===== src/design/dmc_pkg.sv =====
// ----------------------------------------------------------------------------
// dmc_pkg
// shared codes and helpers for the depth-first maze carver
// ----------------------------------------------------------------------------
`default_nettype none

package dmc_pkg;

  localparam logic [1:0] DIR_NORTH = 2'd0;
  localparam logic [1:0] DIR_EAST  = 2'd1;
  localparam logic [1:0] DIR_SOUTH = 2'd2;
  localparam logic [1:0] DIR_WEST  = 2'd3;

  localparam logic CMD_RESTART = 1'b0;
  localparam logic CMD_STEP    = 1'b1;

  localparam logic REG_NUM_COLS = 1'b0;
  localparam logic REG_NUM_ROWS = 1'b1;

  // remainder by three: base-4 digits sum to the same residue
  function automatic logic [1:0] mod3_16(input logic [15:0] v);
    logic [4:0] s;
    logic [2:0] t;
    s = '0;
    for (int i = 0; i < 8; i++) begin
      s = s + 5'(v[2*i +: 2]);
    end
    t = 3'(s[1:0]) + 3'(s[3:2]) + 3'(s[4]);
    if (t >= 3'd6) begin
      t = t - 3'd6;
    end else if (t >= 3'd3) begin
      t = t - 3'd3;
    end
    return t[1:0];
  endfunction

endpackage

`default_nettype wire


===== src/design/dmc_nbr.sv =====
// ----------------------------------------------------------------------------
// dmc_nbr
// neighbour unit: coordinates, grid check and cell index for one direction
// ----------------------------------------------------------------------------
`default_nettype none

module dmc_nbr
  import dmc_pkg::*;
#(
  parameter int MAX_WIDTH  = 32,
  parameter int MAX_HEIGHT = 16
) (
  input  wire logic [$clog2(MAX_WIDTH)-1:0]                  x,
  input  wire logic [$clog2(MAX_HEIGHT)-1:0]                 y,
  input  wire logic [1:0]                                    dir,
  input  wire logic [$clog2(MAX_WIDTH + 64)-1:0]             used_w,
  input  wire logic [$clog2(MAX_HEIGHT + 32)-1:0]            used_h,
  output logic      [$clog2(MAX_WIDTH)-1:0]                  nx,
  output logic      [$clog2(MAX_HEIGHT)-1:0]                 ny,
  output logic                                               in_grid,
  output logic      [$clog2(MAX_WIDTH * MAX_HEIGHT)-1:0]     addr
);

  localparam int XW  = $clog2(MAX_WIDTH);
  localparam int YW  = $clog2(MAX_HEIGHT);
  localparam int XCW = $clog2(MAX_WIDTH + 64);
  localparam int YCW = $clog2(MAX_HEIGHT + 32);
  localparam int AW  = $clog2(MAX_WIDTH * MAX_HEIGHT);

  logic [XCW-1:0] xe;
  logic [YCW-1:0] ye;
  logic [XCW-1:0] nxe;
  logic [YCW-1:0] nye;

  assign xe = XCW'(x);
  assign ye = YCW'(y);

  always_comb begin
    nxe     = xe;
    nye     = ye;
    in_grid = 1'b0;
    case (dir)
      DIR_NORTH: begin
        nye     = ye - YCW'(1);
        in_grid = (y != '0) && (xe < used_w) && (nye < used_h);
      end
      DIR_EAST: begin
        nxe     = xe + XCW'(1);
        in_grid = (nxe < used_w) && (ye < used_h);
      end
      DIR_SOUTH: begin
        nye     = ye + YCW'(1);
        in_grid = (xe < used_w) && (nye < used_h);
      end
      DIR_WEST: begin
        nxe     = xe - XCW'(1);
        in_grid = (x != '0) && (nxe < used_w) && (ye < used_h);
      end
      default: begin
        in_grid = 1'b0;
      end
    endcase
  end

  assign nx   = nxe[XW-1:0];
  assign ny   = nye[YW-1:0];
  assign addr = AW'(ny) * AW'(MAX_WIDTH) + AW'(nx);

endmodule

`default_nettype wire


===== config.mk =====
export PLATFORM = sky130hd
export DESIGN_NAME = dmc_nbr
export DESIGN_NICKNAME = d
export VERILOG_FILES = /design/src/design/dmc_pkg.sv /design/src/design/dmc_nbr.sv
export SDC_FILE = /design/constraint.sdc
export NUM_CORES = 1
export LEC_CHECK = 0
export BUFFER_PORTS_ARGS = -buffer_cell sky130_fd_sc_hd__buf_2
export CAP_MARGIN = 20
export CORE_ASPECT_RATIO = 1.2
export CORE_MARGIN = 2
export CORE_UTILIZATION = 35
export DETAILED_ROUTE_END_ITERATION = 8
export PLACE_DENSITY = 0.57
export REMOVE_ABC_BUFFERS = 1
export SLEW_MARGIN = 20
export SYNTH_ARGS = -nofsm -noshare
export SYNTH_HDL_FRONTEND = slang
export SYNTH_SLANG_ARGS = --single-unit

===== constraint.sdc =====
create_clock -name vclk -period 3.5
set_input_delay 0.175 -clock vclk [all_inputs]
set_output_delay 0.175 -clock vclk [all_outputs]
set_load 0.005 [all_outputs]

==> flow_summary.rst <==
.. list-table::
   :header-rows: 1

   * - Metric
     - Value
   * - Result of the run
     - finished clean
   * - Hold violation count in the final report
     - 0
   * - Mux share of post-synthesis cell area
     - 1.79%
   * - Setup TNS
     - 0 ns
   * - CP Launch Type
     - input port
   * - Number of nets in the finished design
     - 245
   * - Global-route wire length before repair
     - 5010 µm
   * - Cells taking the most area after synthesis
     - ha_1 33%, buf_4 7.6%, xor2_1 7.4%
   * - Worst ir drop on vdd
     - 0.0627 mV
   * - Startpoint of the worst hold path
     - x[0]
   * - Area share of the leading cell type in the synthesized netlist
     - 32.7%
   * - Worst slack at placement
     - 1.07 ns
   * - Footprint of the flip-flops and latches
     - 0 µm²
   * - Maximum number of pins on one net before global-route repair
     - 16
   * - Fraction of the yosys area taken by sequential cells
     - 0%
   * - Count of distinct cell types in the synthesized netlist
     - 38
   * - Total placed instance area
     - 0.00134 mm²
   * - Top cell type by total area after synthesis
     - ha_1
   * - Overall die height
     - 67.8 µm
   * - Number of antenna diodes
     - 0
   * - Area share of fa/ha/maj cells after synthesis
     - 32.7%
   * - Drt wl/cell
     - 13.4 µm
   * - Initial core utilization
     - 36.2%
   * - Nature of the critical path endpoint
     - primary output
   * - Slew Limit Headroom
     - 75.4%
   * - Power consumption
     - 176 µW
   * - Xor and xnor fraction of the mapped netlist area
     - 14.0%
   * - Worst-case setup margin in the final layout
     - 1.07 ns
   * - Setup repair after global routing missed its margin
     - no
   * - Hold Buf Count CTS
     - 0
   * - Clock buf count
     - 0
   * - Max-capacitance violation count
     - 0
   * - Total of endpoints with negative setup slack in the final report
     - 0
   * - Die width
     - 57.1 µm
   * - Critical path required time
     - 3.32 ns
   * - Kind of path behind the tightest hold check
     - input port to primary output
   * - Number of instances in the synthesized netlist
     - 162
   * - Number of antenna violations at the first check in global routing
     - 0
   * - Dominant combinational cell family by area after synthesis
     - adder cells
   * - Fraction of the mapped netlist area in compound gates
     - 18.9%
   * - Overflow after GRT
     - 0
   * - Yosys synthesis warning count
     - 0
   * - Drt first-iter violations
     - 39
   * - Share of the cycle needed by the critical path after routing
     - 69.4%
   * - Final cell area excluding filler cells
     - 0.00134 mm²
   * - Synthesis-to-finish area growth
     - 12.7%
   * - Worst setup path category
     - input port to primary output
   * - 1st-pass router iterations
     - 4
   * - Leakage Power
     - 0.729 nW
   * - Input/output buffers
     - 43
   * - Power Dens Cells
     - 132 mW/mm²
   * - Share of cells above drive strength 1
     - 25.0%
   * - Slew at the pin closest to its max-slew limit
     - 0.367 ns
   * - Most used standard cells in the synthesized netlist
     - 31 x ha_1, 16 x inv_1, 14 x nand2_1
   * - Vias
     - 1200
   * - Number of fill cells
     - 382
   * - Average cell area after synthesis
     - 7.32 µm²
   * - Pins over their slew limit
     - 0
   * - HPWL after detailed placement
     - 2570 µm
   * - # rows
     - 23
   * - Ports
     - 43
   * - Antenna Nets Post-Route
     - 0
   * - Vias in the first global route
     - 1194
   * - Number of cells on the worst hold path
     - 3
   * - Aggregate routed wire length
     - 3020 µm
   * - Shortest period the worst path allows
     - 2.43 ns
   * - Worst setup path start
     - y[0]
   * - FF+latch count
     - 0
   * - Critical Path AT
     - 2.25 ns
   * - Full die area
     - 0.00387 mm²
   * - Simple logic cell fraction of the synthesized area
     - 17.8%
   * - Core box area
     - 0.00328 mm²
   * - Most numerous cell in the Yosys netlist
     - ha_1
   * - Detail-routed via count per cell
     - 5.33
   * - Largest fanout of any net on the critical path
     - 7
   * - Setup Buffers After CTS
     - 0
   * - GP Congestion
     - 0.883
   * - Achievable clock frequency
     - 412 MHz
   * - Residual DRC count
     - 0
   * - GRT Util Overall
     - 15.9%
   * - Summed instance area of the synthesized netlist
     - 0.00119 mm²
   * - Resized cells post-CTS
     - 0
## layout by cell type, fill, tap and decap left out, types with 2 or more instances in the layout
master    netlist  layout
a21o_1          4       4
a21oi_1         7       7
a31oi_1         3       3
buf_2           2      43
ha_1           31      31
inv_1          16      16
nand2_1        14      14
nand2b_1        2       2
nand3_1         8       8
nor2_1          8       8
nor3_1          5       5
nor3b_1         2       2
o21ai_0         6       6
xnor2_1         9       9
xor2_1         10      10
## worst max-delay path, stage by stage
cell	delay [ns]
buf_2	0.15
inv_2	0.09
ha_1	0.20
nor3b_1	0.29
ha_1	0.30
a21o_1	0.18
a2111oi_0	0.37
o21ai_0	0.15
nand3_1	0.11
a32o_1	0.13
buf_2	0.11
## per-stage QoR
stage / cells / hold WS [ns] / utilization, %
3_5_place_dp: 225 / 0.743 / 40.7
2_1_floorplan: 145 / 0.426 / -
5_1_grt: 225 / 0.781 / 40.7
6_report: 225 / 0.743 / 40.7
3_3_place_gp: 225 / 0.735 / 40.7
4_1_cts: 225 / 0.743 / 40.7
## logic make-up after synthesis
family / Yosys count
AOI/OAI and AO/OA: 32
xor gates and xnor gates: 19
adders and majority gates: 31
buffers and inverters: 34
muxes: 2
and+or+nand+nor: 44
## layer usage
layer	vias up	GRT usage (%)	wire [µm]
met5	-	0	0
met4	0	3.78	84
met3	6	0.958	122
met2	32	34.3	1630
met1	552	16.3	1180
li1	610	-	-
## worst paths after layout
kind	end	slack, ns
worst min-delay path	nx[0]	0.74
worst max-delay path	in_grid	1.07
## report_power, final
group,internal [mW],switching [mW],total (mW),leakage [nW]
clock network,0,0,0,0
logic,0.0805,0.0953,0.176,0.729
registers,0,0,0,0
## cell type report
class	instances	area, µm²	area share [%]
Inverter	17	63.8	4.78
Tap cell	37	46.3	3.46
Multi-Input combinational cell	128	1010	75.7
Timing Repair Buffer	43	215	16.1
(Power assumes the default switching activity.)
